**src/hw/rtl/box_circle_contact_core_assert.svh**
```systemverilog
// Assertion macros shared by the contact core RTL.
// Each macro wraps one concurrent assertion clocked on clk and
// disabled while rst_n is low.
`ifndef BOX_CIRCLE_CONTACT_CORE_ASSERT_SVH
`define BOX_CIRCLE_CONTACT_CORE_ASSERT_SVH

// A condition that must hold at every clock edge.
`define BCC_ASSERT_ALWAYS(lbl, cond, msg) \
    lbl: assert property (@(posedge clk) disable iff (!rst_n) (cond)) else $error(msg);

// A consequence that must hold in the same cycle as its antecedent.
`define BCC_ASSERT_IMP(lbl, ante, cons, msg) \
    lbl: assert property (@(posedge clk) disable iff (!rst_n) (ante) |-> (cons)) else $error(msg);

// A consequence that must hold in the cycle after its antecedent.
`define BCC_ASSERT_NEXT(lbl, ante, cons, msg) \
    lbl: assert property (@(posedge clk) disable iff (!rst_n) (ante) |=> (cons)) else $error(msg);

`endif

```
**src/hw/rtl/bcc_pkg.sv**
```systemverilog
// ----------------------------------------------------------------------------
// bcc_pkg
// Types and constants shared by the box and circle contact pipeline.
// ----------------------------------------------------------------------------
`timescale 1ns / 1ps

package bcc_pkg;

    // Number of two-bit steps of the square root (34-bit radicand).
    localparam int SQRT_STEPS = 17;
    // Number of quotient bits of the direction divide.
    localparam int DIV_STEPS  = 15;

    // One input item: a box and a circle.
    typedef struct packed {
        logic signed [15:0] box_left;
        logic signed [15:0] box_top;
        logic signed [15:0] box_right;
        logic signed [15:0] box_bottom;
        logic signed [15:0] circ_x;
        logic signed [15:0] circ_y;
        logic        [14:0] circ_r;
    } shape_t;

    // One result item.
    typedef struct packed {
        logic               hit;
        logic        [15:0] depth;
        logic signed [15:0] dir_x;
        logic signed [15:0] dir_y;
    } contact_t;

    // Per-item data that rides along with the square root.
    typedef struct packed {
        logic        hit;
        logic        in_box;
        logic [14:0] r;
        logic        neg_x;
        logic        neg_y;
        logic [15:0] ax;
        logic [15:0] ay;
    } sqrt_side_t;

    // Per-item data that rides along with the divide.
    typedef struct packed {
        logic        hit;
        logic        dir_ok;
        logic        neg_x;
        logic        neg_y;
        logic [15:0] depth;
        logic [16:0] len;
    } div_side_t;

endpackage

```
**src/hw/rtl/bcc_div.sv**
```systemverilog
// ----------------------------------------------------------------------------
// bcc_div
// Depth and rounded direction magnitudes; restoring divide, one bit a stage.
// ----------------------------------------------------------------------------
`timescale 1ns / 1ps

module bcc_div
    import bcc_pkg::*;
(
    input  logic                 clk,
    input  logic                 rst_n,
    input  logic                 en,
    input  logic                 valid,
    input  logic [16:0]          len,
    input  sqrt_side_t           side_in,
    output logic                 q_valid,
    output logic [DIV_STEPS-1:0] qx,
    output logic [DIV_STEPS-1:0] qy,
    output div_side_t            side_out
);

    // Setup stage: depth and numerators |d| * 2^14 + len / 2.
    logic        va_reg;
    logic [30:0] numx_reg, numy_reg;
    div_side_t   sa_reg;

    logic [17:0] sum_in;
    logic [16:0] diff_in;
    logic [15:0] depth_next;

    assign sum_in  = {3'b000, side_in.r} + {1'b0, len};
    assign diff_in = {2'b00, side_in.r} - len;

    always_comb
    begin
        if (side_in.in_box)
            depth_next = (sum_in > 18'd65535) ? 16'hFFFF : sum_in[15:0];
        else if (side_in.hit)
            depth_next = diff_in[15:0];
        else
            depth_next = '0;
    end

    always_ff @(posedge clk or negedge rst_n)
    begin
        if (!rst_n)
            va_reg <= 1'b0;
        else if (en)
            va_reg <= valid;
    end

    always_ff @(posedge clk)
    begin
        if (en)
        begin
            numx_reg      <= {1'b0, side_in.ax, 14'd0} + {15'd0, len[16:1]};
            numy_reg      <= {1'b0, side_in.ay, 14'd0} + {15'd0, len[16:1]};
            sa_reg.hit    <= side_in.hit;
            sa_reg.dir_ok <= side_in.hit && (len != '0);
            sa_reg.neg_x  <= side_in.neg_x;
            sa_reg.neg_y  <= side_in.neg_y;
            sa_reg.depth  <= depth_next;
            sa_reg.len    <= len;
        end
    end

    // Divide stages.
    logic [DIV_STEPS-1:0] vld_reg;
    logic [16:0]          remx_reg [DIV_STEPS];
    logic [16:0]          remy_reg [DIV_STEPS];
    logic [14:0]          lowx_reg [DIV_STEPS];
    logic [14:0]          lowy_reg [DIV_STEPS];
    logic [14:0]          qx_reg   [DIV_STEPS];
    logic [14:0]          qy_reg   [DIV_STEPS];
    div_side_t            ds_reg   [DIV_STEPS];

    for (genvar j = 0; j < DIV_STEPS; j++)
    begin : g_step
        logic        vld_prev;
        logic [16:0] remx_prev, remy_prev;
        logic [14:0] lowx_prev, lowy_prev, qx_prev, qy_prev;
        div_side_t   ds_prev;
        logic [17:0] shx, shy, lenx;
        logic        gex, gey;

        if (j == 0)
        begin : g_first
            assign vld_prev  = va_reg;
            assign remx_prev = {1'b0, numx_reg[30:15]};
            assign remy_prev = {1'b0, numy_reg[30:15]};
            assign lowx_prev = numx_reg[14:0];
            assign lowy_prev = numy_reg[14:0];
            assign qx_prev   = '0;
            assign qy_prev   = '0;
            assign ds_prev   = sa_reg;
        end
        else
        begin : g_rest
            assign vld_prev  = vld_reg[j-1];
            assign remx_prev = remx_reg[j-1];
            assign remy_prev = remy_reg[j-1];
            assign lowx_prev = lowx_reg[j-1];
            assign lowy_prev = lowy_reg[j-1];
            assign qx_prev   = qx_reg[j-1];
            assign qy_prev   = qy_reg[j-1];
            assign ds_prev   = ds_reg[j-1];
        end

        // Shift in the next numerator bit and subtract the length if it fits.
        assign shx  = {remx_prev, lowx_prev[14]};
        assign shy  = {remy_prev, lowy_prev[14]};
        assign lenx = {1'b0, ds_prev.len};
        assign gex  = shx >= lenx;
        assign gey  = shy >= lenx;

        always_ff @(posedge clk or negedge rst_n)
        begin
            if (!rst_n)
                vld_reg[j] <= 1'b0;
            else if (en)
                vld_reg[j] <= vld_prev;
        end

        always_ff @(posedge clk)
        begin
            if (en)
            begin
                remx_reg[j] <= gex ? 17'(shx - lenx) : shx[16:0];
                remy_reg[j] <= gey ? 17'(shy - lenx) : shy[16:0];
                lowx_reg[j] <= {lowx_prev[13:0], 1'b0};
                lowy_reg[j] <= {lowy_prev[13:0], 1'b0};
                qx_reg[j]   <= {qx_prev[13:0], gex};
                qy_reg[j]   <= {qy_prev[13:0], gey};
                ds_reg[j]   <= ds_prev;
            end
        end
    end

    assign q_valid  = vld_reg[DIV_STEPS-1];
    assign qx       = qx_reg[DIV_STEPS-1];
    assign qy       = qy_reg[DIV_STEPS-1];
    assign side_out = ds_reg[DIV_STEPS-1];

endmodule

```
**config.mk**
```make
export PLATFORM = sky130hd
export DESIGN_NAME = bcc_div
export DESIGN_NICKNAME = d
export VERILOG_FILES = /design/src/hw/rtl/box_circle_contact_core_assert.svh /design/src/hw/rtl/bcc_pkg.sv /design/src/hw/rtl/bcc_div.sv
export SDC_FILE = /design/constraint.sdc
export NUM_CORES = 2
export LEC_CHECK = 0
export BUFFER_PORTS_ARGS = -buffer_cell sky130_fd_sc_hd__buf_4
export CAP_MARGIN = 10
export CORE_ASPECT_RATIO = 1.75
export CORE_MARGIN = 2
export CORE_UTILIZATION = 32
export CTS_CLUSTER_SIZE = 20
export DETAILED_ROUTE_END_ITERATION = 7
export GPL_TIMING_DRIVEN = 0
export PLACE_DENSITY = 0.49
export SLEW_MARGIN = 20
export SYNTH_ARGS = -nofsm -noshare
export SYNTH_HDL_FRONTEND = slang
export SYNTH_SLANG_ARGS = --single-unit
```
**constraint.sdc**
```tcl
create_clock -name clk -period 3.36 [get_ports clk]
set_clock_uncertainty 0.15 [all_clocks]
set_input_delay 0.336 -clock clk [delete_from_list [all_inputs] [get_ports clk]]
set_output_delay 0.336 -clock clk [all_outputs]
set_load 0.02 [all_outputs]
```
# Yosys cells after proc, flatten, opt, wreduce, memory -nomap -nowiden
# Memories as Yosys holds them, arrays and structs flattened.
# Index checks and enable logic that the tools add are counted.
# word_totals
memories,7
mem_bits_rw,1935
reg_bits,115
in_bits,72
# mem_list
memory,words,width,rd,rd_clocked_by_memory_dff,wr,line_no,source
ds_reg,15,37,15,0,15,bcc_div.sv:75,div_side_t ds_reg [DIV_STEPS];
remx_reg,15,17,14,0,15,bcc_div.sv:69,logic [16:0] remx_reg [DIV_STEPS];
remy_reg,15,17,14,0,15,bcc_div.sv:70,logic [16:0] remy_reg [DIV_STEPS];
qx_reg,15,15,15,0,15,bcc_div.sv:73,logic [14:0] qx_reg [DIV_STEPS];
qy_reg,15,15,15,0,15,bcc_div.sv:74,logic [14:0] qy_reg [DIV_STEPS];
lowx_reg,15,14,14,0,15,bcc_div.sv:71,logic [14:0] lowx_reg [DIV_STEPS];
+1 memories,n/a,n/a,n/a,n/a,n/a,n/a,
# op_classes
add_sub_neg,34
n_reduce_logical,2
n_mux,35
order_cmp,31
# ops
op,n
two-way mux 17 bit,30
subtractor 17 bit,30
greater-or-equal comparator 18 x 17 -> 1 bit,28
adder 30 x 16 -> 31 bit,2
two-way mux 16 bit,3
greater-or-equal comparator 17 bit,2
adder 15 x 17 -> 18 bit,1
"greater-than comparator 18 x 16 -> 1 bit, second input constant",1
nonzero test 17 bit,1
subtractor 15 x 16 -> 16 bit,1
two-way mux 1 bit,2
logical AND 1 bit,1

# Depth between registers and ports, before layout
# depth
depth_word,4
mapped_depth,13

# Worst setup path before layout
# No wires, ideal clock.
# synth_timing
kind,flip-flop to flip-flop
startpoint,memory ds_reg[0][14] in the netlist's numbering
endpoint,"memory remx_reg[1][9] (netlist: remx_reg[0][26]), data pin"
stages_incl_launch_ff,13
path_slack_ns,-0.059
n_path_buf,1
required_time_ns,2.950
arrival_ns,3.009
period_less_slack_ns,3.419
cell_sequence,edfxtp_1 inv_1 ha_1 fa_1 and2b_1 o2111ai_1 and3_1 o31ai_2 nand3_1 a311oi_2 a41oi_2 buf_2 mux2_2
# synth_lines
item,line_no
start: declaration,bcc_div.sv:75
end: declaration,bcc_div.sv:69

==> results.py <==
metrics = {
    "run_status": {
        "outcome": "finished with violations",
        "violations": "negative setup slack",
    },
    "place": {
        "dpl-instance-area_mm2": 0.07720,
        "portBuffers": 138,
        "dp_cells": 8639,
        "dp_hpwl_mm": 164.7,
        "gp_congestion": 1.002,
    },
    "clocking": {
        "ctsHtreeMaxLevel": 4,
        "clkLatencyLatePin_ns": 0.85,
        "cts_root_buf": "clkbuf_16",
        "cts.sink_count": 1358,
        "cts_tree": "yes",
        "cts_max_path_buffers": 4,
        "clk_pin_slew_worst_paths_ns": 0.06,
        "cts_buffers": 152,
    },
    "worst_setup_path": {
        "cp.depth": 9,
        "slowest_stage": "edfxtp_1",
        "critPathLaunchType": "flop",
        "crit_required_ns": 3.74,
        "slowest_delay_ns": 0.57,
        "startpoint": "ds_reg[0][269]$_DFFE_PP_",
        "crit_fanout": 7,
        "rr_worst_depth": 9,
        "reg2reg_slack_ns": -0.46,
        "cp_top_family": "simple AND/OR/NAND/NOR gates",
        "end_kind": "flop",
        "r2r-start": "ds_reg[0][269]$_DFFE_PP_",
        "critPathBufInv": 3,
        "r2r-end": "remy_reg[1][10]$_DFFE_PP_",
        "worst_ep_arrival_time_ns": 4.20,
        "crit_end": "remy_reg[1][10]$_DFFE_PP_",
        "path_class": "flop to flop",
        "worstPathCellList": "inv_1 > ha_1 > nand4_1 > nor4_4 > or4_1 > o221a_1 > buf_8 > buf_12 > mux2_4",
    },
    "sta": {
        "hold_viol": 0,
        "drv_slew": 0,
        "rsz0062_at_grt": "yes",
        "fin_tns_setup_ns": -59.90,
        "timing.fmax_mhz": 262.0,
        "max_slew_margin_pct": 38.37,
        "final.setup.worst_slack_ns": -0.4569,
        "fin_crit_sh_pct": 113.6,
        "setup_viol_count_final": 350,
        "hold_slack_ns": 0.01098,
        "worstMarginPinSlew_ns": 0.9245,
        "fin_crit_ns": 3.817,
    },
    "global_route": {
        "antenna_found_initial": 3,
        "grt_pass1_vias": 50384,
        "grt_max_degree": 149,
        "grt_busiest_layer": "met2",
        "grt_first_pass_wirelength_mm": 315.0,
        "grt_use_met1_pct": 11.88,
        "grt_usage_pct": 18.99,
        "use_met3_pct": 2.138,
        "grt_util_met2_pct": 41.08,
        "grt_overflow": 0,
    },
    "cells_and_area": {
        "layout.cells.most_common": "edfxtp_1",
        "nFillCells": 20965,
        "final_cell_count_no_fill": 9382,
        "multi_input_area_mm2": 0.03245,
        "area_delta_synth_final_pct": 25.44,
        "nets": 7008,
        "area.sequential_mm2": 0.04070,
        "layout-drive-gt1-share_pct": 25.22,
        "final_area_mm2": 0.09048,
        "largest_reg_flops": 555,
        "postLayoutCoreUtil_pct": 40.36,
        "mostFrequentLayoutCells": "1342 x edfxtp_1, 484 x ha_1, 435 x buf_4",
    },
    "hold_path": {
        "min_from": "en",
        "min_path_type": "input port to flop",
    },
    "drt": {
        "drc_errors": 0,
        "vias": 46760,
        "drtIter0Drc": 1953,
        "wirelength_mm": 221.6,
        "via_per_inst": 4.984,
        "antenna_left": 0,
        "drt-pass1-iter-count": 5,
        "wire_per_inst_um": 23.62,
    },
    "floorplanning": {
        "core_area_mm2": 0.2242,
        "die_w_um": 362.9,
        "die_y_um": 632.1,
        "dieArea_mm2": 0.2294,
        "io_pins": 140,
        "placementRows": 230,
        "start_util_pct": 32.17,
    },
    "synthesis": {
        "ys_seq_area_share_pct": 56.43,
        "synth_top_area_cell": "edfxtp_1",
        "netlist.area_leader.share_pct": 55.87,
        "ys.flop_type": "edfxtp_1",
        "synthesis.area_mm2": 0.07213,
        "ys_types": 88,
        "async_flop_share_pct": 1.178,
        "synth_edf_count": 1342,
        "synthTopCellsByArea": "edfxtp_1 56%, ha_1 9.2%, mux2_2 6.2%",
        "synth_area_per_cell_um2": 12.91,
        "ys_ff_latch": 1358,
        "netlist_instances": 5586,
        "yosysWarnings": 0,
        "synth_nets": 6220,
    },
    "power_and_ir_drop": {
        "vdd_ir_drop_max_v": 0.0004411,
        "power.leakage_uw": 0.03544,
        "power_switching_share_pct": 36.21,
        "netSwitchingPower_uw": 31850,
        "power_density_mw_per_mm2": 972.2,
        "p_seq_share_pct": 30.4,
        "power_frac_clock_pct": 18.3,
        "p_comb_share_pct": 51.4,
        "power.internal_uw": 56110,
    },
    "run": {
        "maxCapViolCount": 0,
    },
}
==> repair_timing <==
item | 4_1_cts | 5_1_grt
cloned | 15 | 3
resized for setup | 757 | 235
buffers inserted | 287 | 107
pin swaps | 158 | 128
hold endpoints to repair | 193 | 75
hold buffers | 94 | 3
endpoints found under the setup margin | 520 | 490
==> area by class of cell <==
type                            count  area share [%]
Clock inverter                     76          0.7081
Timing Repair Buffer              639           7.049
Buffer                             99           1.209
Multi-Input combinational cell   3713           35.87
Tap cell                         2900           4.010
Sequential cell                  1358           44.98
Clock buffer                      183           4.403
Antenna cell                        3        0.008297
Inverter                          411           1.759
==> cell usage after synthesis (90+ instances only) <==
cell type  count
edfxtp_1    1342
ha_1         530
inv_1        410
mux2_2       400
nor2_1       399
a21oi_1      324
xnor2_1      270
nand2_1      220
o21ai_0      182
a21o_1       100
xor2_1        96
nor3_1        92
nand3_1       90
==> power by group through the flow <==
stage          Sequential (uW)  Combinational [uW]  Clock, uW
2_1_floorplan            25900               24200          0
3_3_place_gp             27300               34300          0
3_5_place_dp             26900               34800          0
4_1_cts                  26700               43000      16700
5_1_grt                  27100               48200      17200
6_report                 26700               45200      16100
==> cells by family (layout without fill, tap and decap cells) <==
group                    after synthesis  count (layout)  share of synthesized area [%]
flip-flops                          1358            1358                          56.43
other                                  0               3                              0
AND/OR/NAND/NOR                     1165            1165                          7.700
adder cells (fa/ha/maj)              562             562                          10.08
buffers and inverters                515            1408                          3.018
multiplexers                         490             490                          7.641
XOR/XNOR                             366             366                          4.444
AO/OA/AOI/OAI                       1130            1130                          10.69
==> worst min path at each step <==
stage | to | slack (ns) | cells after the start
after global routing | remx_reg[0][65]$_DFFE_PP_ | 0.002 | 2
final | remx_reg[0][10]$_DFFE_PP_ | 0.01 | 2
after floorplan | g_step[0].vld_prev$_DFFE_PN0P_ | -0.11 | 0
after CTS | ds_reg[1][108]$_DFFE_PP_ | -0.12 | 1
after detailed placement | g_step[0].vld_prev$_DFFE_PN0P_ | 0.06 | 1
after global placement | g_step[0].vld_prev$_DFFE_PN0P_ | 0.05 | 1
==> through the flow <==
| stage | power [uW] | setup WS (ns) |
|---|---|---|
| floorplan | 50160 | 0.003182 |
| global placement | 61630 | -11.41 |
| detailed placement | 61700 | -2.129 |
| CTS | 86370 | -0.4906 |
| global route | 92530 | -0.5301 |
| finish | 87960 | -0.4569 |
==> per-layer routing <==
layer	part of all wire (%)	vias up
li1	-	22580
met1	24	22695
met2	61	879
met3	2.3	606
met4	13	0
met5	0	-
No activity file was read; power rests on OpenSTA's default activity.
