<file path="config.mk">
export PLATFORM = sky130hd
export DESIGN_NAME = bcc_front
export DESIGN_NICKNAME = d
export VERILOG_FILES = /design/src/hw/rtl/box_circle_contact_core_assert.svh /design/src/hw/rtl/bcc_pkg.sv /design/src/hw/rtl/bcc_front.sv
export SDC_FILE = /design/constraint.sdc
export NUM_CORES = 2
export LEC_CHECK = 0
export ABC_CLOCK_PERIOD_IN_PS = 16400
export BUFFER_PORTS_ARGS = -buffer_cell sky130_fd_sc_hd__buf_2
export CAP_MARGIN = 20
export CORE_MARGIN = 4
export CORE_UTILIZATION = 57
export CTS_BUF_LIST = sky130_fd_sc_hd__clkbuf_4 sky130_fd_sc_hd__clkbuf_8 sky130_fd_sc_hd__clkbuf_16
export DETAILED_ROUTE_END_ITERATION = 10
export PLACE_DENSITY = 0.72
export SLEW_MARGIN = 0
export SYNTH_ARGS = -nofsm -noshare
export SYNTH_HDL_FRONTEND = slang
export SYNTH_SLANG_ARGS = --single-unit
</file>
<file path="constraint.sdc">
create_clock -name clk -period 16.4 [get_ports clk]
set_input_delay 0.82 -clock clk [delete_from_list [all_inputs] [get_ports clk]]
set_output_delay 0.82 -clock clk [all_outputs]
set_load 0.01 [all_outputs]
</file>
<file path="src/hw/rtl/box_circle_contact_core_assert.svh">
// Assertion macros shared by the contact core RTL.
// Each macro wraps one concurrent assertion clocked on clk and
// disabled while rst_n is low.
`ifndef BOX_CIRCLE_CONTACT_CORE_ASSERT_SVH
`define BOX_CIRCLE_CONTACT_CORE_ASSERT_SVH

// A condition that must hold at every clock edge.
`define BCC_ASSERT_ALWAYS(lbl, cond, msg) \
    lbl: assert property (@(posedge clk) disable iff (!rst_n) (cond)) else $error(msg);

// A consequence that must hold in the same cycle as its antecedent.
`define BCC_ASSERT_IMP(lbl, ante, cons, msg) \
    lbl: assert property (@(posedge clk) disable iff (!rst_n) (ante) |-> (cons)) else $error(msg);

// A consequence that must hold in the cycle after its antecedent.
`define BCC_ASSERT_NEXT(lbl, ante, cons, msg) \
    lbl: assert property (@(posedge clk) disable iff (!rst_n) (ante) |=> (cons)) else $error(msg);

`endif

</file>
<file path="src/hw/rtl/bcc_pkg.sv">
// ----------------------------------------------------------------------------
// bcc_pkg
// Types and constants shared by the box and circle contact pipeline.
// ----------------------------------------------------------------------------
`timescale 1ns / 1ps

package bcc_pkg;

    // Number of two-bit steps of the square root (34-bit radicand).
    localparam int SQRT_STEPS = 17;
    // Number of quotient bits of the direction divide.
    localparam int DIV_STEPS  = 15;

    // One input item: a box and a circle.
    typedef struct packed {
        logic signed [15:0] box_left;
        logic signed [15:0] box_top;
        logic signed [15:0] box_right;
        logic signed [15:0] box_bottom;
        logic signed [15:0] circ_x;
        logic signed [15:0] circ_y;
        logic        [14:0] circ_r;
    } shape_t;

    // One result item.
    typedef struct packed {
        logic               hit;
        logic        [15:0] depth;
        logic signed [15:0] dir_x;
        logic signed [15:0] dir_y;
    } contact_t;

    // Per-item data that rides along with the square root.
    typedef struct packed {
        logic        hit;
        logic        in_box;
        logic [14:0] r;
        logic        neg_x;
        logic        neg_y;
        logic [15:0] ax;
        logic [15:0] ay;
    } sqrt_side_t;

    // Per-item data that rides along with the divide.
    typedef struct packed {
        logic        hit;
        logic        dir_ok;
        logic        neg_x;
        logic        neg_y;
        logic [15:0] depth;
        logic [16:0] len;
    } div_side_t;

endpackage

</file>
<file path="src/hw/rtl/bcc_front.sv">
// ----------------------------------------------------------------------------
// bcc_front
// Nearest point, offsets, squared length and hit test in three stages.
// ----------------------------------------------------------------------------
`timescale 1ns / 1ps

module bcc_front
    import bcc_pkg::*;
(
    input  logic        clk,
    input  logic        rst_n,
    input  logic        en,
    input  logic        valid,
    input  shape_t      shape,
    output logic        rad_valid,
    output logic [33:0] rad,
    output sqrt_side_t  side
);

    function automatic logic [15:0] abs17(input logic signed [16:0] v);
        logic signed [16:0] n;
        begin
            n = -v;
            abs17 = v[16] ? n[15:0] : v[15:0];
        end
    endfunction

    function automatic logic signed [16:0] clamp17(input logic signed [16:0] c,
                                                   input logic signed [16:0] lo,
                                                   input logic signed [16:0] hi);
        begin
            if (c <= lo)
                clamp17 = lo;
            else if (c >= hi)
                clamp17 = hi;
            else
                clamp17 = c;
        end
    endfunction

    logic signed [16:0] left, top, right, bottom, cx, cy;
    logic signed [16:0] nx, ny;
    logic signed [16:0] dx_next, dy_next;
    logic               inside_next;

    assign left   = {shape.box_left[15], shape.box_left};
    assign top    = {shape.box_top[15], shape.box_top};
    assign right  = {shape.box_right[15], shape.box_right};
    assign bottom = {shape.box_bottom[15], shape.box_bottom};
    assign cx     = {shape.circ_x[15], shape.circ_x};
    assign cy     = {shape.circ_y[15], shape.circ_y};

    // Nearest box point; a centre between left and right snaps to the nearer
    // of the top and bottom edges.
    always_comb
    begin
        if (cx <= left)
        begin
            nx = left;
            ny = clamp17(cy, top, bottom);
        end
        else if (cx >= right)
        begin
            nx = right;
            ny = clamp17(cy, top, bottom);
        end
        else
        begin
            nx = cx;
            ny = (abs17(cy - top) < abs17(cy - bottom)) ? top : bottom;
        end
        dx_next     = nx - cx;
        dy_next     = ny - cy;
        inside_next = (cx > left) && (cx < right) && (cy > top) && (cy < bottom);
    end

    // Stage 1: offsets.
    logic               v1_reg;
    logic signed [16:0] dx_reg, dy_reg;
    logic               inside1_reg;
    logic [14:0]        r1_reg;

    // Stage 2: magnitudes and squares.
    logic        v2_reg;
    logic [15:0] ax_reg, ay_reg;
    logic        negx_reg, negy_reg;
    logic [31:0] sqx_reg, sqy_reg;
    logic [29:0] rr_reg;
    logic        inside2_reg;
    logic [14:0] r2_reg;

    // Stage 3: squared length and hit.
    logic        v3_reg;
    logic [32:0] s_reg;
    sqrt_side_t  side_reg;

    logic [15:0] ax_next, ay_next;
    logic [32:0] s_next;

    assign ax_next = abs17(dx_reg);
    assign ay_next = abs17(dy_reg);
    assign s_next  = {1'b0, sqx_reg} + {1'b0, sqy_reg};

    // Valid bits.
    always_ff @(posedge clk or negedge rst_n)
    begin
        if (!rst_n)
        begin
            v1_reg <= 1'b0;
            v2_reg <= 1'b0;
            v3_reg <= 1'b0;
        end
        else if (en)
        begin
            v1_reg <= valid;
            v2_reg <= v1_reg;
            v3_reg <= v2_reg;
        end
    end

    // Payload registers.
    always_ff @(posedge clk)
    begin
        if (en)
        begin
            dx_reg      <= dx_next;
            dy_reg      <= dy_next;
            inside1_reg <= inside_next;
            r1_reg      <= shape.circ_r;

            ax_reg      <= ax_next;
            ay_reg      <= ay_next;
            negx_reg    <= dx_reg[16];
            negy_reg    <= dy_reg[16];
            sqx_reg     <= ax_next * ax_next;
            sqy_reg     <= ay_next * ay_next;
            rr_reg      <= r1_reg * r1_reg;
            inside2_reg <= inside1_reg;
            r2_reg      <= r1_reg;

            s_reg           <= s_next;
            side_reg.hit    <= inside2_reg || (s_next < {3'b000, rr_reg});
            side_reg.in_box <= inside2_reg;
            side_reg.r      <= r2_reg;
            side_reg.neg_x  <= negx_reg;
            side_reg.neg_y  <= negy_reg;
            side_reg.ax     <= ax_reg;
            side_reg.ay     <= ay_reg;
        end
    end

    assign rad_valid = v3_reg;
    assign rad       = {1'b0, s_reg};
    assign side      = side_reg;

endmodule

</file>
### Word level (Yosys, flattened, before mapping)

Index checks and enable logic that the tools add are counted.

| storage, ports and cells | value |
|---|---|
| logic and storage cells | 61 |
| output and inout bits | 86 |
| bits in registers | 281 |

| cells by class | value |
|---|---|
| reductions and logical operators | 4 |
| add/subtract/negate cells | 9 |
| multipliers | 3 |
| muxes and demuxes | 11 |
| magnitude comparators | 10 |

Operators with widths:

| kind | count |
|---|---|
| 17-bit two-way mux | 7 |
| 16-bit by 16-bit multiplier with 32-bit output | 2 |
| 16-bit two-way mux | 4 |
| 16-bit negator | 4 |
| 16-bit less-than comparator | 3 |
| 16-bit by 16-bit subtractor with 17-bit output | 2 |
| 17-bit by 16-bit subtractor with 17-bit output | 2 |
| 32-bit by 32-bit adder with 33-bit output | 1 |
| 33-bit by 30-bit less-than comparator with 1-bit output | 1 |
| 16-bit greater-or-equal comparator | 2 |
| 16-bit > comparator | 2 |
| 16-bit less-or-equal comparator | 2 |
| 15-bit by 15-bit multiplier with 30-bit output | 1 |
| 1-bit logical AND | 3 |
| 1-bit logical OR | 1 |

### Depth between registers and ports, before layout

| depth | value |
|---|---|
| depth after elaboration | 8 |
| depth in mapped cells | 35 |

### Worst setup path after synthesis

No wires, ideal clock.

| path | value |
|---|---|
| path kind | register to register |
| start | register dx_reg[0] |
| end | register sqx_reg[30], data pin |
| data arrival time | 7.628 ns |
| stages on the path, launching flop included | 30 |
| library setup time | 0.286 ns |
| path slack | 8.486 ns |
| data required time | 16.114 ns |
| clock period less this slack | 7.914 ns |
| cell sequence | edfxtp_1 > inv_2 > clkbuf_1 > ha_1 > nand2_1 > o31ai_1 > nand3_1 > xnor2_1 > clkinv_1 > nand2_1 > inv_1 > fa_1 > inv_1 > fa_1 > inv_1 > fa_1 > fa_1 > fa_1 > inv_1 > fa_1 > inv_1 > ha_1 > a21o_1 > a21oi_1 > o21ai_0 > or3_1 > o211ai_1 > a21boi_0 > o41ai_1 > o311ai_0 |

| between the ends | value |
|---|---|
| word-level cells in the longest chain between the ends | 3 |

Ends and longest elaborated chain:

| what | line | RTL |
|---|---|---|
| start, declared | bcc_front.sv:79 | `logic signed [16:0] dx_reg, dy_reg;` |
| start signal, assigned | bcc_front.sv:126 | `dx_reg <= dx_next;` |
| 16-bit negator | bcc_front.sv:23 | `n = -v;` |
| 16-bit two-way mux | bcc_front.sv:24 | `abs17 = v[16] ? n[15:0] : v[15:0];` |
| net ax_next[12] | bcc_front.sv:97 | `logic [15:0] ax_next, ay_next;` |
| 16-bit by 16-bit multiplier with 32-bit output | bcc_front.sv:135 | `sqx_reg <= ax_next * ax_next;` |
| end signal, assigned | bcc_front.sv:135 |  |
| end, declared | bcc_front.sv:87 | `logic [31:0] sqx_reg, sqy_reg;` |

The timed path passes the listed nets, and every way through them passes these cells.
A chain may end at the register's enable or synchronous reset.

### Worst setup path after layout

Ends and elaborated chain as after synthesis.

==> summary by stage <==
Clocking
The hold buffer count at CTS is 0. The post-CTS setup buffer count is 0. CTS placed an instance of clkbuf_16 at the clock tree root. The number of CTS-inserted buffers is 35. Gates resized during post-CTS repair numbered 0.

The H-tree was split into 2 levels. Clock-pin slew was measured on the worst setup and hold paths at 0.06 ns. TritonCTS built the clock tree.

The later pin in the worst-skew pair is clocked with a latency of 0.56 ns. The number of sinks driven by the clock tree is 275. The buffer depth of the longest clock path is 3.

Floorplan
The total core area is 63000 µm². The initial utilization of the core area, before any placement, comes to 0.575. After floorplanning, the core was divided into 92 placement rows. The die outline area is 67600 µm². Measured along the x axis, the die boundary spans 260 µm. The floorplan step set the die height to 260 µm.

In this run the count of I/O pins placed on the die edge is 201.

Detailed routing
The number of remaining DRC errors is 0. The final route contains 26100 vias. The length of the first detailed-routing pass in iterations is 8. The overall routed net length is 82900 µm. Dividing the detail-routed via count by the number of cells gives 5.48. The detailed router finished its first iteration with 1731 violations. The routed wirelength normalized by instance count is 17.4 µm. The number of nets still failing antenna checks after routing is 0.

STA
Measured against its own limit, the worst slew margin works out to 0.376. The worst-case clock skew is 0.0240 ns. The setup violation total in the final timing report is 0. The transition at the pin with the smallest max-transition slack is 0.937 ns.

The total negative slack for setup checks is 0 ns. The final critical path time including I/O delays and setup is 9.10 ns. The final period utilization is 0.555. The number of hold-slack violations in the final timing report was 0. Setup repair after global routing left no endpoint under its margin. The top achievable clock speed is 110 MHz. The final-report max-slew violation count is 0.

Logic synthesis
The fraction of registers with async set or reset after synthesis is 0.0109. The gate count after technology mapping is 3691. Synthesis instantiated 88 different standard cells from the library. Synthesis inferred 275 register bits. Yosys mapped a number of flops with a built-in enable equal to 272. The synthesized netlist net count is 4728. The synthesized area is 36200 µm². The mean instance size in the synthesized netlist is 9.80 µm². In the synthesized netlist the dominant register cell turns out to be edfxtp_1. The part of the Yosys area used for sequential elements is 0.228. Yosys printed 0 warnings.

Setup path
The worst setup path is launched from a flip-flop. STA classifies the critical path endpoint as a flip-flop. The most repeated library cell on the critical path is fa_1. The highest cell delay on the worst timing path is 0.66 ns. Counting cells, the worst reg-to-reg path comes to 27.

Setup slack on the worst reg-to-reg path comes out at 7.30 ns. The slowest stage of the critical path is the xnor2_1 cell. The critical path is of the flip-flop to flip-flop type. At the worst endpoint, the arrival time is 9.37 ns. For the worst setup path, the data required time is 16.67 ns. The highest net fanout along the worst path is 18.

Finish
The number of diodes is 0. The number of fillers in the final layout is 5374. After the last flow step, the layout net total stands at 4923. The utilization after layout is 0.626. The finished cells cover 39400 µm². The fraction of final layout cells sized beyond drive strength 1 is 0.0833.

The filler-free cell count of the finished design is 4758. The layout overhead on the synthesized area is 8.91%. The flip-flop count of the largest register after layout is 51.

GRT
The wire length of the first global-routing pass is 136000 µm. The via count of the first global-routing pass is 26900. The number of antenna violations at the first check in global routing is 1. After global routing the overflow that remains totals 0. The overall routing resource usage is 0.252. The pin count of the biggest net entering global routing is 177.

Place
The congestion estimate from routability-driven global placement came to 0.963. The number of buffer cells added on primary ports is 199. The area after detailed placement is 38200 µm². After legalization and detailed placement, the total HPWL measured 67400 µm. In this run, placement finished with an instance count of 4695.

Hold path
The tightest min-delay check is of the primary input to asynchronous set/reset pin type.

Run status
The run finished with clean final reports.

Flow run
The number of max-cap violations is 0.
==> kinds of logic (layout without fill, tap and decap cells) <==
logic type	count (synthesis)	in the layout	synth area share
DFF	275	275	0.228
adders and majority gates	922	922	0.416
muxes	10	10	0.00294
xor gates and xnor gates	206	206	0.0503
buffers and inverters	860	1081	0.0895
other	1	1	0.000104
AOI/OAI and AO/OA	548	548	0.101
and+or+nand+nor	869	869	0.112
==> critical path, delay by kind of cell (launching register included) <==
| kind | cells | cell delay, ns |
|---|---|---|
| adders and majority gates | 8 | 3.57 |
| buffers and inverters | 5 | 0.99 |
| xor gates and xnor gates | 1 | 0.66 |
| and+or+nand+nor | 4 | 0.86 |
| DFF | 1 | 0.51 |
| AOI/OAI and AO/OA | 9 | 2.22 |
==> worst paths after layout <==
kind | startpoint | end
worst max-delay path | dx_reg[0]$_DFFE_PP_ | sqx_reg[30]$_DFFE_PP_
min in group clk | ay_reg[13]$_DFFE_PP_ | side[13]$_DFFE_PP_
worst min register to register | ay_reg[13]$_DFFE_PP_ | side[13]$_DFFE_PP_
worst max register to register | dx_reg[0]$_DFFE_PP_ | sqx_reg[30]$_DFFE_PP_
worst min-delay path | rst_n | v1_reg$_DFFE_PN0P_
max in group asynchronous | rst_n | rad_valid$_DFFE_PN0P_
==> layer usage <==
metal | part of all wire | GRT usage
met1 | 0.42 | 0.336
met2 | 0.48 | 0.428
met3 | 0.064 | 0.0404
met4 | 0.031 | 0.0732
met5 | 0.000097 | 0
==> cell usage in the layout (no fill, tap or decap), types with 10 or more instances in the layout <==
cell type,count
nor2_1,262
o21a_1,31
o21ai_0,75
or2_2,10
a211oi_1,12
o21bai_1,26
a31oi_1,13
o211ai_1,11
nand3_1,48
nand4_1,20
nand2b_1,24
a222oi_1,16
clkbuf_16,36
edfxtp_1,272
nor2b_1,31
o31ai_1,17
and2_1,73
nand2_1,261
xor2_1,58
fa_1,469
clkinv_1,14
and3_1,20
a21o_1,73
nor3_1,63
or3_1,12
a21boi_0,11
buf_4,22
ha_1,453
xnor2_1,146
a21oi_1,169
inv_1,775
a211o_1,10
buf_2,198
==> cells in the mapped netlist (6+ instances only) <==
cell type,n,area [µm²]
a211o_1,10,87.6
and3_1,20,125
and2_1,73,457
clkinv_1,13,48.8
or3_1,12,75.1
nand2_1,261,980
nand3b_1,7,52.6
nand2b_1,24,150
inv_2,8,30.0
a21boi_0,11,82.6
or2_2,10,62.6
o2111ai_1,7,61.3
o21ai_0,75,375
o21ai_1,6,30.0
edfxtp_1,272,8170
o41ai_1,6,52.6
ha_1,453,5670
o21bai_1,26,195
nor2_1,262,983
xnor2_1,146,1280
o21a_1,31,233
a222oi_1,16,160
a21oi_1,169,846
o211ai_1,11,82.6
inv_1,775,2910
a2111oi_0,8,70.1
a211oi_1,12,90.1
nor3_1,63,315
o31ai_1,17,128
nor2b_1,31,194
o31a_1,6,52.6
a31oi_1,13,81.3
clkbuf_1,57,214
nand4_1,20,125
xor2_1,58,508
or4_1,7,52.6
fa_1,469,9390
a21o_1,73,548
nand3_1,48,240
nor4_1,9,56.3
==> through the flow <==
| stage | setup WS [ns] | hold slack (ns) |
|---|---|---|
| after floorplan | 8.49 | 0.400 |
| after global placement | 7.64 | 0.401 |
| after detailed placement | 7.41 | 0.405 |
| after CTS | 7.37 | 0.0253 |
| after global routing | 6.79 | 0.0354 |
| final | 7.30 | 0.0550 |
==> area by class of cell <==
class	instances	area [µm²]	share of cell area
clock buffers	38	916	0.0232
clock inverters	25	310	0.00787
inverters	796	2990	0.0758
multi-input cells	2556	24700	0.627
flip-flops and latches	275	8240	0.209
well taps	846	1060	0.0269
repair buffers	222	1190	0.0302
Power is not shown: default switching activity piles up to over one toggle a cycle in this logic, so the estimate is an artifact.
