$ cat src/hw/rtl/box_circle_contact_core_assert.svh
// Assertion macros shared by the contact core RTL.
// Each macro wraps one concurrent assertion clocked on clk and
// disabled while rst_n is low.
`ifndef BOX_CIRCLE_CONTACT_CORE_ASSERT_SVH
`define BOX_CIRCLE_CONTACT_CORE_ASSERT_SVH

// A condition that must hold at every clock edge.
`define BCC_ASSERT_ALWAYS(lbl, cond, msg) \
    lbl: assert property (@(posedge clk) disable iff (!rst_n) (cond)) else $error(msg);

// A consequence that must hold in the same cycle as its antecedent.
`define BCC_ASSERT_IMP(lbl, ante, cons, msg) \
    lbl: assert property (@(posedge clk) disable iff (!rst_n) (ante) |-> (cons)) else $error(msg);

// A consequence that must hold in the cycle after its antecedent.
`define BCC_ASSERT_NEXT(lbl, ante, cons, msg) \
    lbl: assert property (@(posedge clk) disable iff (!rst_n) (ante) |=> (cons)) else $error(msg);

`endif

$ cat src/hw/rtl/bcc_pkg.sv
// ----------------------------------------------------------------------------
// bcc_pkg
// Types and constants shared by the box and circle contact pipeline.
// ----------------------------------------------------------------------------
`timescale 1ns / 1ps

package bcc_pkg;

    // Number of two-bit steps of the square root (34-bit radicand).
    localparam int SQRT_STEPS = 17;
    // Number of quotient bits of the direction divide.
    localparam int DIV_STEPS  = 15;

    // One input item: a box and a circle.
    typedef struct packed {
        logic signed [15:0] box_left;
        logic signed [15:0] box_top;
        logic signed [15:0] box_right;
        logic signed [15:0] box_bottom;
        logic signed [15:0] circ_x;
        logic signed [15:0] circ_y;
        logic        [14:0] circ_r;
    } shape_t;

    // One result item.
    typedef struct packed {
        logic               hit;
        logic        [15:0] depth;
        logic signed [15:0] dir_x;
        logic signed [15:0] dir_y;
    } contact_t;

    // Per-item data that rides along with the square root.
    typedef struct packed {
        logic        hit;
        logic        in_box;
        logic [14:0] r;
        logic        neg_x;
        logic        neg_y;
        logic [15:0] ax;
        logic [15:0] ay;
    } sqrt_side_t;

    // Per-item data that rides along with the divide.
    typedef struct packed {
        logic        hit;
        logic        dir_ok;
        logic        neg_x;
        logic        neg_y;
        logic [15:0] depth;
        logic [16:0] len;
    } div_side_t;

endpackage

$ cat src/hw/rtl/bcc_sqrt.sv
// ----------------------------------------------------------------------------
// bcc_sqrt
// Pipelined integer square root, one result bit per stage.
// ----------------------------------------------------------------------------
`timescale 1ns / 1ps

module bcc_sqrt
    import bcc_pkg::*;
(
    input  logic        clk,
    input  logic        rst_n,
    input  logic        en,
    input  logic        valid,
    input  logic [33:0] rad,
    input  sqrt_side_t  side_in,
    output logic        len_valid,
    output logic [16:0] len,
    output sqrt_side_t  side_out
);

    logic [SQRT_STEPS-1:0] vld_reg;
    logic [33:0]           rad_reg  [SQRT_STEPS];
    logic [17:0]           rem_reg  [SQRT_STEPS];
    logic [16:0]           root_reg [SQRT_STEPS];
    sqrt_side_t            side_reg [SQRT_STEPS];

    for (genvar k = 0; k < SQRT_STEPS; k++)
    begin : g_step
        logic        vld_prev;
        logic [33:0] rad_prev;
        logic [17:0] rem_prev;
        logic [16:0] root_prev;
        sqrt_side_t  side_prev;
        logic [19:0] rem_sh, trial;
        logic        ge;

        if (k == 0)
        begin : g_first
            assign vld_prev  = valid;
            assign rad_prev  = rad;
            assign rem_prev  = '0;
            assign root_prev = '0;
            assign side_prev = side_in;
        end
        else
        begin : g_rest
            assign vld_prev  = vld_reg[k-1];
            assign rad_prev  = rad_reg[k-1];
            assign rem_prev  = rem_reg[k-1];
            assign root_prev = root_reg[k-1];
            assign side_prev = side_reg[k-1];
        end

        // Bring down the next two radicand bits and try the new root bit.
        assign rem_sh = {rem_prev, rad_prev[33:32]};
        assign trial  = {1'b0, root_prev, 2'b01};
        assign ge     = rem_sh >= trial;

        always_ff @(posedge clk or negedge rst_n)
        begin
            if (!rst_n)
                vld_reg[k] <= 1'b0;
            else if (en)
                vld_reg[k] <= vld_prev;
        end

        always_ff @(posedge clk)
        begin
            if (en)
            begin
                rad_reg[k]  <= {rad_prev[31:0], 2'b00};
                rem_reg[k]  <= ge ? 18'(rem_sh - trial) : rem_sh[17:0];
                root_reg[k] <= {root_prev[15:0], ge};
                side_reg[k] <= side_prev;
            end
        end
    end

    assign len_valid = vld_reg[SQRT_STEPS-1];
    assign len       = root_reg[SQRT_STEPS-1];
    assign side_out  = side_reg[SQRT_STEPS-1];

endmodule

$ cat config.mk
export PLATFORM = sky130hd
export DESIGN_NAME = bcc_sqrt
export DESIGN_NICKNAME = d
export VERILOG_FILES = /design/src/hw/rtl/box_circle_contact_core_assert.svh /design/src/hw/rtl/bcc_pkg.sv /design/src/hw/rtl/bcc_sqrt.sv
export SDC_FILE = /design/constraint.sdc
export NUM_CORES = 1
export LEC_CHECK = 0
export BUFFER_PORTS_ARGS = -buffer_cell sky130_fd_sc_hd__buf_2
export CAP_MARGIN = 20
export CORE_ASPECT_RATIO = 0.75
export CORE_MARGIN = 5
export CORE_UTILIZATION = 60
export DETAILED_ROUTE_END_ITERATION = 7
export PLACE_DENSITY = 0.87
export SETUP_SLACK_MARGIN = 0.1
export SLEW_MARGIN = 40
export SYNTH_ARGS = -nofsm -noshare
export SYNTH_HDL_FRONTEND = slang
export SYNTH_SLANG_ARGS = --single-unit
$ cat constraint.sdc
create_clock -name clk -period 3.5 [get_ports clk]
set_input_delay 0.175 -clock clk [delete_from_list [all_inputs] [get_ports clk]]
set_output_delay 0.175 -clock clk [all_outputs]
set_load 0.03 [all_outputs]
Word-level counts from Yosys, hierarchy flattened
Memory sizes are Yosys's and may differ from the RTL's.
Index checks and enable logic that the tools add are counted.
{ "classes": {"n_lt_le_gt_ge": 17, "n_mux": 19, "add_sub_neg": 17} }
{ "ops": {"columns": ["cell", "n"], "rows": [
  ["greater-or-equal comparator 20 x 19 -> 1 bit", 16],
  ["2-to-1 mux 18 bit", 17],
  ["subtractor 18 bit", 16],
  ["subtractor 2 x 1 -> 3 bit, second input constant", 1],
  ["greater-or-equal comparator 2 x 1 -> 1 bit, second input constant", 1],
  ["2-to-1 mux 1 bit", 2]
]} }
{ "totals": {"mem_count": 4, "ff_bits": 17, "mem_bits_rw": 2006, "in_bits": 89, "out_inout_bits": 69, "word_cells": 74} }
{ "mem_list": {"columns": ["memory", "words", "word_bits", "read_ports", "rd_ports_with_merged_regs", "wr", "line", "source"], "rows": [
  ["side_reg", 17, 51, 17, 0, 17, "bcc_sqrt.sv:25", "sqrt_side_t side_reg [SQRT_STEPS];"],
  ["rad_reg", 17, 32, 16, 0, 17, "bcc_sqrt.sv:22", "logic [33:0] rad_reg [SQRT_STEPS];"],
  ["rem_reg", 17, 18, 16, 0, 17, "bcc_sqrt.sv:23", "logic [17:0] rem_reg [SQRT_STEPS];"],
  ["root_reg", 17, 17, 17, 0, 17, "bcc_sqrt.sv:24", "logic [16:0] root_reg [SQRT_STEPS];"]
]} }

Longest topological paths before layout
Gate-level depths: netlist of run 1.
An unclocked memory read counts as a cell.
{ "depth": {"word_depth": 3, "depth_mapped": 13, "ltp_nobuf": 12} }

Worst setup path before layout of run 1
No wires, ideal clock.
{ "synth_path": {"kind": "register to register", "start": "memory rem_reg[10][3], in the netlist rem_reg[0][183]", "end": "memory rem_reg[11][3], in the netlist rem_reg[0][201] (data pin)", "setup_slack_ps": 764, "setup_ps": 260, "path_buffers": 1, "path_stages_with_launch": 9, "synth_period_minus_slack_ps": 2736, "arrival_ps": 2476, "required_time_ps": 3240, "cell_sequence": "edfxtp_1 ha_1 a21o_1 a21oi_1 nor2b_1 or4b_1 a21oi_1 clkbuf_1 mux2_2"} }
{ "synth_rtl": {"columns": ["item", "line"], "rows": [
  ["from (decl)", "bcc_sqrt.sv:23"]
]} }

==> run_results.csv, run 1 <==
group,metric,value,unit
outcome,status,"completed",
critical_path,cpMaxStageDelayCell,"or4b_1",
critical_path,slowest_delay,0.51,ns
sta,fin_tns_setup,0,ns
floorplan,floorplan.io_pins,158,
clocking,clock_path_buffers,3,
power_and_ir_drop,power_leakage,24.45,nW
placement,placed_cells,4756,
synthesis,yosys_warnings,0,
synthesis,synth_area_leader_cell,"edfxtp_1",
drt,drc,0,
layout,final_area,66650,µm²
sta,worst_pin_slew,0.8041,ns
clocking,clk_pin_slew,0.08,ns
power_and_ir_drop,total_power,42.49,mW
sta,worst_hold_slack,0.04394,ns
floorplan,row_count,99,
sta,finalSetupViolations,0,
grt,grt_max_degree,142,
synthesis,netlist_top_cells_area,"edfxtp_1, ha_1, xnor2_1",
drt,firstDrtPassIters,5,
placement,dp_slack,0.3095,ns
grt,grt_pass1_wl,145900,µm
sta,final.period_utilization,89.23,%
drt,postRouteAntennaNets,0,
critical_path,arrival,3.61,ns
critical_path,crit_type,"flip-flop to flip-flop",
floorplan,fp.dieH,279.8,µm
layout,utilization,68.90,%
critical_path,required,3.99,ns
sta,finalClockSkew,0.03225,ns
clocking,cts_tree,"yes",
placement,dp_hpwl,50310,µm
power_and_ir_drop,vdd_drop_max,0.0006368,V
synthesis,synthArstFlopShare,1.078,%
drt,avgRoutedWirePerCell,17.63,µm
floorplan,dieArea,103500,µm²
sta,drv_slew,0,
synthesis,avgSynthCellArea,17.83,µm²
critical_path,critical_path.max_fanout,12,
synthesis,synthFlopType,"edfxtp_1",
placement,port_buffers,157,
run,maxCapViolCount,0,
synthesis,synth_area,58240,µm²
placement,place_area,61110,µm²
clocking,cts-buffers-inserted,144,
synthesis,ys_seq_elements,1577,
critical_path,crit_chain,"ha_1 -> nor2b_1 -> o21ai_0 -> a21oi_1 -> or4b_1 -> a21oi_1 -> buf_4 -> inv_1 -> mux2_2",
critical_path,end_kind,"flip-flop",
clocking,clkLatencyLatePin,0.76,ns
sta,hold_violations,0,
drt,vias_per_cell,5.380,
clocking,htreeDepth,4,
layout,area_growth,14.45,%
synthesis,synth_top_area_share,80.44,%
synthesis,yosysUniqueCellTypes,76,
sta,min_period,3.123,ns
drt,vias,27445,
grt,grt_util_all_layers,17.70,%
floorplan,start_util,60.20,%
drt,drt_wl_total,89950,µm
synthesis,synth_edf_count,1560,
critical_path,setup.worst_path.start_class,"flip-flop",
sta,grt_setup_unrepaired,"no",
layout,drive_gt1_share,12.51,%
floorplan,fp.dieW,369.7,µm
floorplan,core,96740,µm²
critical_path,cp_common_cell,"a21oi_1",
placement,place_congestion,0.8957,
clocking,cts_root_buf,"clkbuf_16",
grt,first_global_vias,27879,
sta,slew_headroom,46.21,%
synthesis,synth_seq_area_share,81.17,%
layout,final_cells,5101,
grt,globalRouteOverflowTotal,0,
sta,fmax,320.2,MHz
clocking,cts.sink_count,1577,
drt,dr.first_iter.drc_count,2113,
sta,fin_ws,0.3769,ns
synthesis,syn_nets,3526,
power_and_ir_drop,powerDensity,637.5,nW/µm²
layout,fin_nets,3939,
grt,grt_antenna_before_repair,0,
layout,n_antenna_cell,0,
layout,largest_register_ffs,867,
synthesis,syn_inst,3266,
worst_hold_path,hp-class,"primary input to asynchronous set/reset pin",
-- cell families (layout without fill, tap and decap cells) --
family / count (synthesis) / count (layout) / share of synthesized area, %
flops: 1577 / 1577 / 81.17
compound gates: 434 / 434 / 4.553
simple gates: 597 / 597 / 5.081
xor+xnor: 201 / 201 / 3.023
mux: 49 / 49 / 0.9389
fa+ha+maj: 171 / 171 / 3.674
buf+inv: 236 / 758 / 1.555
other cells: 1 / 1 / 0.006439
-- Yosys cell counts, drive strengths merged (10+ instances only) --
master / n
o21ai: 128
nor2b: 32
nand3b: 13
buf: 10
and2: 10
ha: 171
o31ai: 12
nand2b: 34
clkbuf: 19
o211ai: 13
a21o: 40
or4: 10
nand2: 162
nand3: 42
edfxtp: 1560
o21a: 31
nor2: 147
or3: 16
nor3: 51
nor4: 29
dfrtp: 17
xor2: 95
a21oi: 139
xnor2: 106
mux2: 45
nand4: 15
inv: 207
-- layout make-up --
class,count,area (µm²)
Clock inverter,81,882.1
Tap cell,1313,1643
Timing Repair Buffer,296,2240
Multi-Input combinational cell,1453,10090
Sequential cell,1577,47270
Fill cell,6008,30090
Clock buffer,174,3747
Inverter,207,777.0
-- cell usage in the layout (no fill, tap or decap), types with 17 or more instances in the layout --
master	count
ha_1	171
clkbuf_1	28
o21a_1	31
nand2b_1	34
inv_1	206
edfxtp_1	1560
buf_2	157
a21o_1	40
clkinv_1	29
xor2_1	95
dfrtp_1	17
buf_4	35
nor3_1	49
clkbuf_16	145
mux2_2	45
clkinv_2	23
xnor2_1	106
a21oi_1	139
nand2_1	161
o21ai_0	126
nor2_1	147
nor4_1	28
nand3_1	41
nor2b_1	32
dlygate4sd3_1	89
-- worst max-delay path: cells and delay by family (launching register included) --
kind	cells	cell delay, ns
AOI/OAI and AO/OA	3	0.75
adders and majority gates	1	0.38
buffers and inverters	2	0.37
DFF	1	0.40
muxes	1	0.30
and+or+nand+nor	2	0.67
-- final timing paths --
kind,cells after the start,slack (ns),to,startpoint
setup / recovery,9,0.38,rem_reg[0][210],rem_reg[0][180]
setup reg to reg,9,0.38,rem_reg[0][210],rem_reg[0][180]
min in group clk,2,0.11,side_reg[0][31],side_in[31]
hold / removal,3,0.04,g_step[16].vld_prev,rst_n
hold reg to reg,0,0.39,side_reg[0][284],side_reg[0][233]
max in group asynchronous,3,3.10,g_step[11].vld_prev,rst_n
-- routing by layer --
metal / global-route usage (%) / vias to the layer above / part of all wire [%]
li1: - / 13214 / -
met1: 22.72 / 13386 / 41
met2: 31.06 / 691 / 52
met3: 3.098 / 154 / 4.4
met4: 5.923 / 0 / 2.3
met5: 0 / - / 0
-- report_power, final --
| part | internal [mW] | switching (mW) |
|---|---|---|
| clock | 8.44 | 6.88 |
| combinational | 1.60 | 2.13 |
| sequential | 22.7 | 0.748 |
-- timing repair --
action | CTS | global route
hold buffers | 90 | 0
endpoints found under the setup margin | 0 | 16
endpoints found under the hold margin | 170 | 0
setup buffers | 0 | 0
gates resized for setup | 0 | 2
No activity file was read; power rests on OpenSTA's default activity.
==> inputs of run 2 (changes only) <==
--- a/config.mk
+++ b/config.mk
@@ -8,10 +8,9 @@
 export BUFFER_PORTS_ARGS = -buffer_cell sky130_fd_sc_hd__buf_2
 export CAP_MARGIN = 20
 export CORE_ASPECT_RATIO = 0.75
-export CORE_MARGIN = 5
-export CORE_UTILIZATION = 60
+export CORE_UTILIZATION = 56
 export DETAILED_ROUTE_END_ITERATION = 7
-export PLACE_DENSITY = 0.87
+export PLACE_DENSITY = 0.76
 export SETUP_SLACK_MARGIN = 0.1
 export SLEW_MARGIN = 40
 export SYNTH_ARGS = -nofsm -noshare
==> constraint.sdc (replaced) <==
create_clock -name clk -period 2.6 [get_ports clk]
set_input_delay 0.13 -clock clk [delete_from_list [all_inputs] [get_ports clk]]
set_output_delay 0.13 -clock clk [all_outputs]
set_load 0.03 [all_outputs]
==> run_results.csv, run 2 (synthesis gave the netlist of run 1 again) <==
group,metric,value,unit
layout,final_cell_mix,"edfxtp_1, buf_4, inv_1, buf_2, clkbuf_16",
sta,finalClockSkew,0.02298,ns
grt,first_global_vias,28335,
worst_hold_path,hp-class,"primary input to asynchronous set/reset pin",
outcome,failed_checks,"negative hold slack, negative setup slack",
grt,grt_pass1_wl,140300,µm
sta,finalSetupViolations,4,
critical_path,required,3.08,ns
placement,placed_cells,4971,
drt,vias_per_cell,5.186,
sta,fin_ws,-0.03997,ns
critical_path,rr_worst_depth,12,
floorplan,floorplan.io_pins,158,
critical_path,crit_type,"flip-flop to flip-flop",
drt,postRouteAntennaNets,0,
critical_path,crit_chain,"inv_2 -> ha_4 -> buf_6 -> nand4_1 -> nor2_2 -> buf_4 -> a2111oi_4 -> a21oi_4 -> o21ai_4 -> buf_12 -> nor2_2 -> mux2_4",
clocking,cts-buffers-inserted,148,
drt,avgRoutedWirePerCell,16.54,µm
critical_path,cp_common_cell,"nor2_2",
critical_path,critical_path.max_fanout,4,
layout,n_antenna_cell,0,
clocking,cts_tree,"yes",
grt,grt_max_degree,98,
power_and_ir_drop,powerDensity,826.3,nW/µm²
floorplan,row_count,102,
sta,final.period_utilization,101.5,%
sta,hold_violations,14,
critical_path,setup.worst_path.start_class,"flip-flop",
outcome,status,"finished with violations",
placement,place_area,62720,µm²
layout,fin_nets,4252,
critical_path,cpMaxStageDelayCell,"a2111oi_4",
clocking,clock_path_buffers,3,
sta,grt_setup_unrepaired,"yes",
sta,worst_hold_slack,-0.01060,ns
floorplan,dieArea,105300,µm²
layout,area_growth,23.35,%
critical_path,slowest_delay,0.43,ns
drt,firstDrtPassIters,5,
sta,min_period,2.640,ns
drt,drt_wl_total,90390,µm
run,maxCapViolCount,0,
grt,grt_util_all_layers,16.69,%
layout,drive_gt1_share,27.26,%
sta,drv_slew,0,
power_and_ir_drop,power_leakage,26.61,nW
critical_path,end_kind,"flip-flop",
floorplan,start_util,56.48,%
layout,final_common_cell,"edfxtp_1",
clocking,cts.sink_count,1577,
placement,dp_hpwl,51760,µm
grt,grt_antenna_before_repair,0,
clocking,cts_root_buf,"clkbuf_16",
grt,globalRouteOverflowTotal,0,
drt,dr.first_iter.drc_count,1751,
floorplan,fp.dieW,374.4,µm
sta,slew_headroom,50.99,%
sta,fmax,378.8,MHz
clocking,htreeDepth,4,
sta,worst_pin_slew,0.7326,ns
placement,dp_slack,-0.1487,ns
placement,port_buffers,157,
power_and_ir_drop,vdd_drop_max,0.0006443,V
placement,place_congestion,0.8829,
drt,vias,28341,
critical_path,startpoint,"root_reg[12][4]",
floorplan,fp.dieH,281.3,µm
layout,final_area,71840,µm²
critical_path,arrival,3.12,ns
clocking,clkLatencyLatePin,0.75,ns
critical_path,timing.rr.start,"root_reg[12][4]",
clocking,clk_pin_slew,0.06,ns
layout,final_cells,5465,
floorplan,core,103100,µm²
layout,largest_register_ffs,867,
drt,drc,0,
## run 2: cell count changes in the layout (fill, tap and decap cells not counted), sizes merged
cell | before | now
buf | 207 | 512
bufinv | 9 | 11
clkbuf | 174 | 186
clkinv | 62 | 63
clkinvlp | 3 | 9
inv | 214 | 212
nand2 | 162 | 163
## run 2: repair_timing
item / in CTS / in global routing
setup endpoints to repair: 188 / 208
endpoints found under the hold margin: 182 / 0
cloned: 5 / 4
pin swaps: 80 / 116
buffers inserted: 54 / 72
hold buffers: 90 / 0
gates resized for setup: 222 / 297
## run 2: layout make-up
type / instances / area (µm²)
clock inverters: 88 / 979.7
clock buffers: 183 / 3835
inverters: 207 / 787.0
well taps: 1352 / 1692
repair buffers: 604 / 4996
flip-flops and latches: 1577 / 47270
multi-input cells: 1454 / 12280
fillers: 6387 / 31280
## run 2: worst paths after layout
check                                           end  slack, ns
worst max-delay path                rem_reg[0][251]      -0.04
worst min-delay path             g_step[1].vld_prev      -0.01
worst max register to register      rem_reg[0][251]      -0.04
worst min register to register      rad_reg[0][273]       0.40
max in group asynchronous       g_step[11].vld_prev       2.28
min in group clk                    side_reg[0][20]       0.08
## run 2: stage by stage
step	hold slack [ns]	utilization [%]	power [mW]	TNS, ns
floorplan	-0.1656	-	35.10	0
global placement	0.05416	60.81	37.04	-1.026
detailed placement	0.07345	60.82	37.31	-3.640
CTS	0.009133	67.83	59.19	-0.01094
global route	0.006933	69.66	61.75	-2.014
finish	-0.01060	69.66	59.35	-0.07692
## run 2: worst max-delay path: cells and delay by family, from the launching register on
kind	cells	cell delay (ns)
AO/OA/AOI/OAI	3	0.85
flip-flops	1	0.42
adder cells (fa/ha/maj)	1	0.20
AND/OR/NAND/NOR	3	0.18
buffers and inverters	4	0.51
multiplexers	1	0.26
## run 2: per-layer routing
layer / track usage (%) / routed length [µm]
met5: 0 / 0
met4: 6.084 / 2128
met3: 3.201 / 3130
met2: 29.18 / 46420
met1: 20.78 / 38720
## run 2: power breakdown
part / leakage [nW] / internal, mW / switching (mW) / total [mW]
clock: 2.31 / 11.8 / 9.24 / 21.0
sequential: 15.3 / 30.6 / 1.06 / 31.6
combinational: 8.97 / 3.22 / 3.49 / 6.71
==> inputs of run 3 (changes only) <==
==> constraint.sdc (replaced) <==
create_clock -name clk -period 2.6 [get_ports clk]
set_input_delay 0.52 -clock clk [delete_from_list [all_inputs] [get_ports clk]]
set_output_delay 0.52 -clock clk [all_outputs]
set_load 0.03 [all_outputs]
==> run_results.csv, run 3 (synthesis gave the netlist of run 1 again) <==
group,metric,value,unit
drt,drt_wl_total,91860,µm
sta,final.period_utilization,103.4,%
layout,final_cells,5471,
critical_path,critical_path.max_fanout,3,
run,maxCapViolCount,0,
drt,drc,0,
floorplan,floorplan.io_pins,158,
power_and_ir_drop,total_power,59.59,mW
drt,dr.first_iter.drc_count,1882,
power_and_ir_drop,power_leakage,26.69,nW
placement,dp_slack,-0.1948,ns
sta,fin_ws,-0.08832,ns
sta,drv_slew,0,
drt,vias_per_cell,5.229,
layout,utilization,69.69,%
floorplan,start_util,56.48,%
clocking,clock_path_buffers,3,
power_and_ir_drop,vdd_drop_max,0.0007878,V
sta,worst_pin_slew,0.7976,ns
outcome,failed_checks,"negative setup slack",
floorplan,dieArea,105300,µm²
power_and_ir_drop,powerDensity,829.2,nW/µm²
sta,finalClockSkew,0.02859,ns
layout,fin_nets,4270,
clocking,clkLatencyLatePin,0.76,ns
grt,first_global_vias,28261,
placement,place_area,62730,µm²
layout,n_antenna_cell,0,
critical_path,required,3.08,ns
sta,slew_headroom,46.34,%
floorplan,core,103100,µm²
drt,postRouteAntennaNets,0,
layout,final_area,71860,µm²
grt,globalRouteOverflowTotal,0,
placement,port_buffers,157,
sta,fin_tns_setup,-0.7223,ns
clocking,htreeDepth,4,
outcome,status,"finished with violations",
drt,firstDrtPassIters,5,
sta,hold_violations,0,
sta,grt_setup_unrepaired,"yes",
floorplan,fp.dieH,281.3,µm
layout,final_common_cell,"edfxtp_1",
placement,placed_cells,4972,
critical_path,crit_type,"flip-flop to flip-flop",
layout,drive_gt1_share,27.31,%
placement,place_congestion,0.8830,
critical_path,arrival,3.17,ns
worst_hold_path,hp-class,"primary input to flip-flop",
floorplan,row_count,102,
placement,dp_hpwl,51270,µm
critical_path,rr_worst_depth,8,
layout,final_cell_mix,"edfxtp_1, buf_4, inv_1, buf_2, clkbuf_16",
grt,grt_util_all_layers,16.74,%
grt,grt_max_degree,127,
critical_path,end_kind,"flip-flop",
critical_path,setup.worst_path.start_class,"flip-flop",
floorplan,fp.dieW,374.4,µm
grt,grt_antenna_before_repair,0,
sta,finalSetupViolations,22,
drt,avgRoutedWirePerCell,16.79,µm
sta,min_period,2.688,ns
worst_hold_path,min_path_cells,2,
drt,vias,28609,
layout,largest_register_ffs,867,
clocking,cts_tree,"yes",
grt,grt_pass1_wl,139900,µm
layout,area_growth,23.39,%
clocking,cts-buffers-inserted,146,
layout,fill_cells,6333,
clocking,clk_pin_slew,0.06,ns
sta,worst_hold_slack,0.07143,ns
clocking,cts_root_buf,"clkbuf_16",
clocking,cts.sink_count,1577,
sta,fmax,372.0,MHz
## run 3: worst paths after layout
path	endpoint	slack, ns	from
worst max-delay path	rem_reg[0][142]	-0.09	rem_reg[0][120]
worst min-delay path	rem_reg[0][1]	0.07	rad[33]
worst max register to register	rem_reg[0][142]	-0.09	rem_reg[0][120]
worst min register to register	rad_reg[0][141]	0.41	rad_reg[0][107]
max in group asynchronous	g_step[10].vld_prev	2.03	rst_n
min in group asynchronous	g_step[16].vld_prev	0.27	rst_n
## run 3: layout make-up
class                   count  area [µm²]  area share [%]
well taps                1352        1692           2.354
repair buffers            625        5132           7.142
multi-input cells        1453       12150           16.91
clock buffers             182        3921           5.457
flip-flops and latches   1577       47270           65.78
inverters                 207       779.5           1.085
clock inverters            75       912.1           1.269
## run 3: repair_timing
item / CTS / global route
gates resized for setup: 190 / 313
endpoints found under the setup margin: 170 / 198
cloned: 5 / 3
pin swaps: 66 / 124
hold endpoints to repair: 103 / 0
hold buffers: 87 / 0
setup buffers: 57 / 92
## run 3: layer usage
metal	track usage, %	routed length [µm]	part of all wire [%]	vias up
met5	0	0	0	-
met4	6.610	2572	2.8	0
met3	3.090	3498	3.8	197
met2	29.21	47280	51	635
met1	20.79	38510	42	13862
li1	-	-	-	13915
## run 3: where the power goes
group	total (mW)	internal [mW]	leakage (nW)	switching, mW
logic	6.74	3.26	9.02	3.48
clock network	21.2	12.2	2.34	9.04
registers	31.6	30.6	15.3	1.05
total	59.6	46.0	26.7	13.6
## run 3: worst max-delay path: stages (launching register included)
cell and delay, ns:
edfxtp_1 0.40, or3_4 0.41, or3_4 0.34, or4_4 0.45
a41oi_4 0.24, buf_6 0.15, nand3b_1 0.22, nor3_2 0.08
xor2_1 0.15
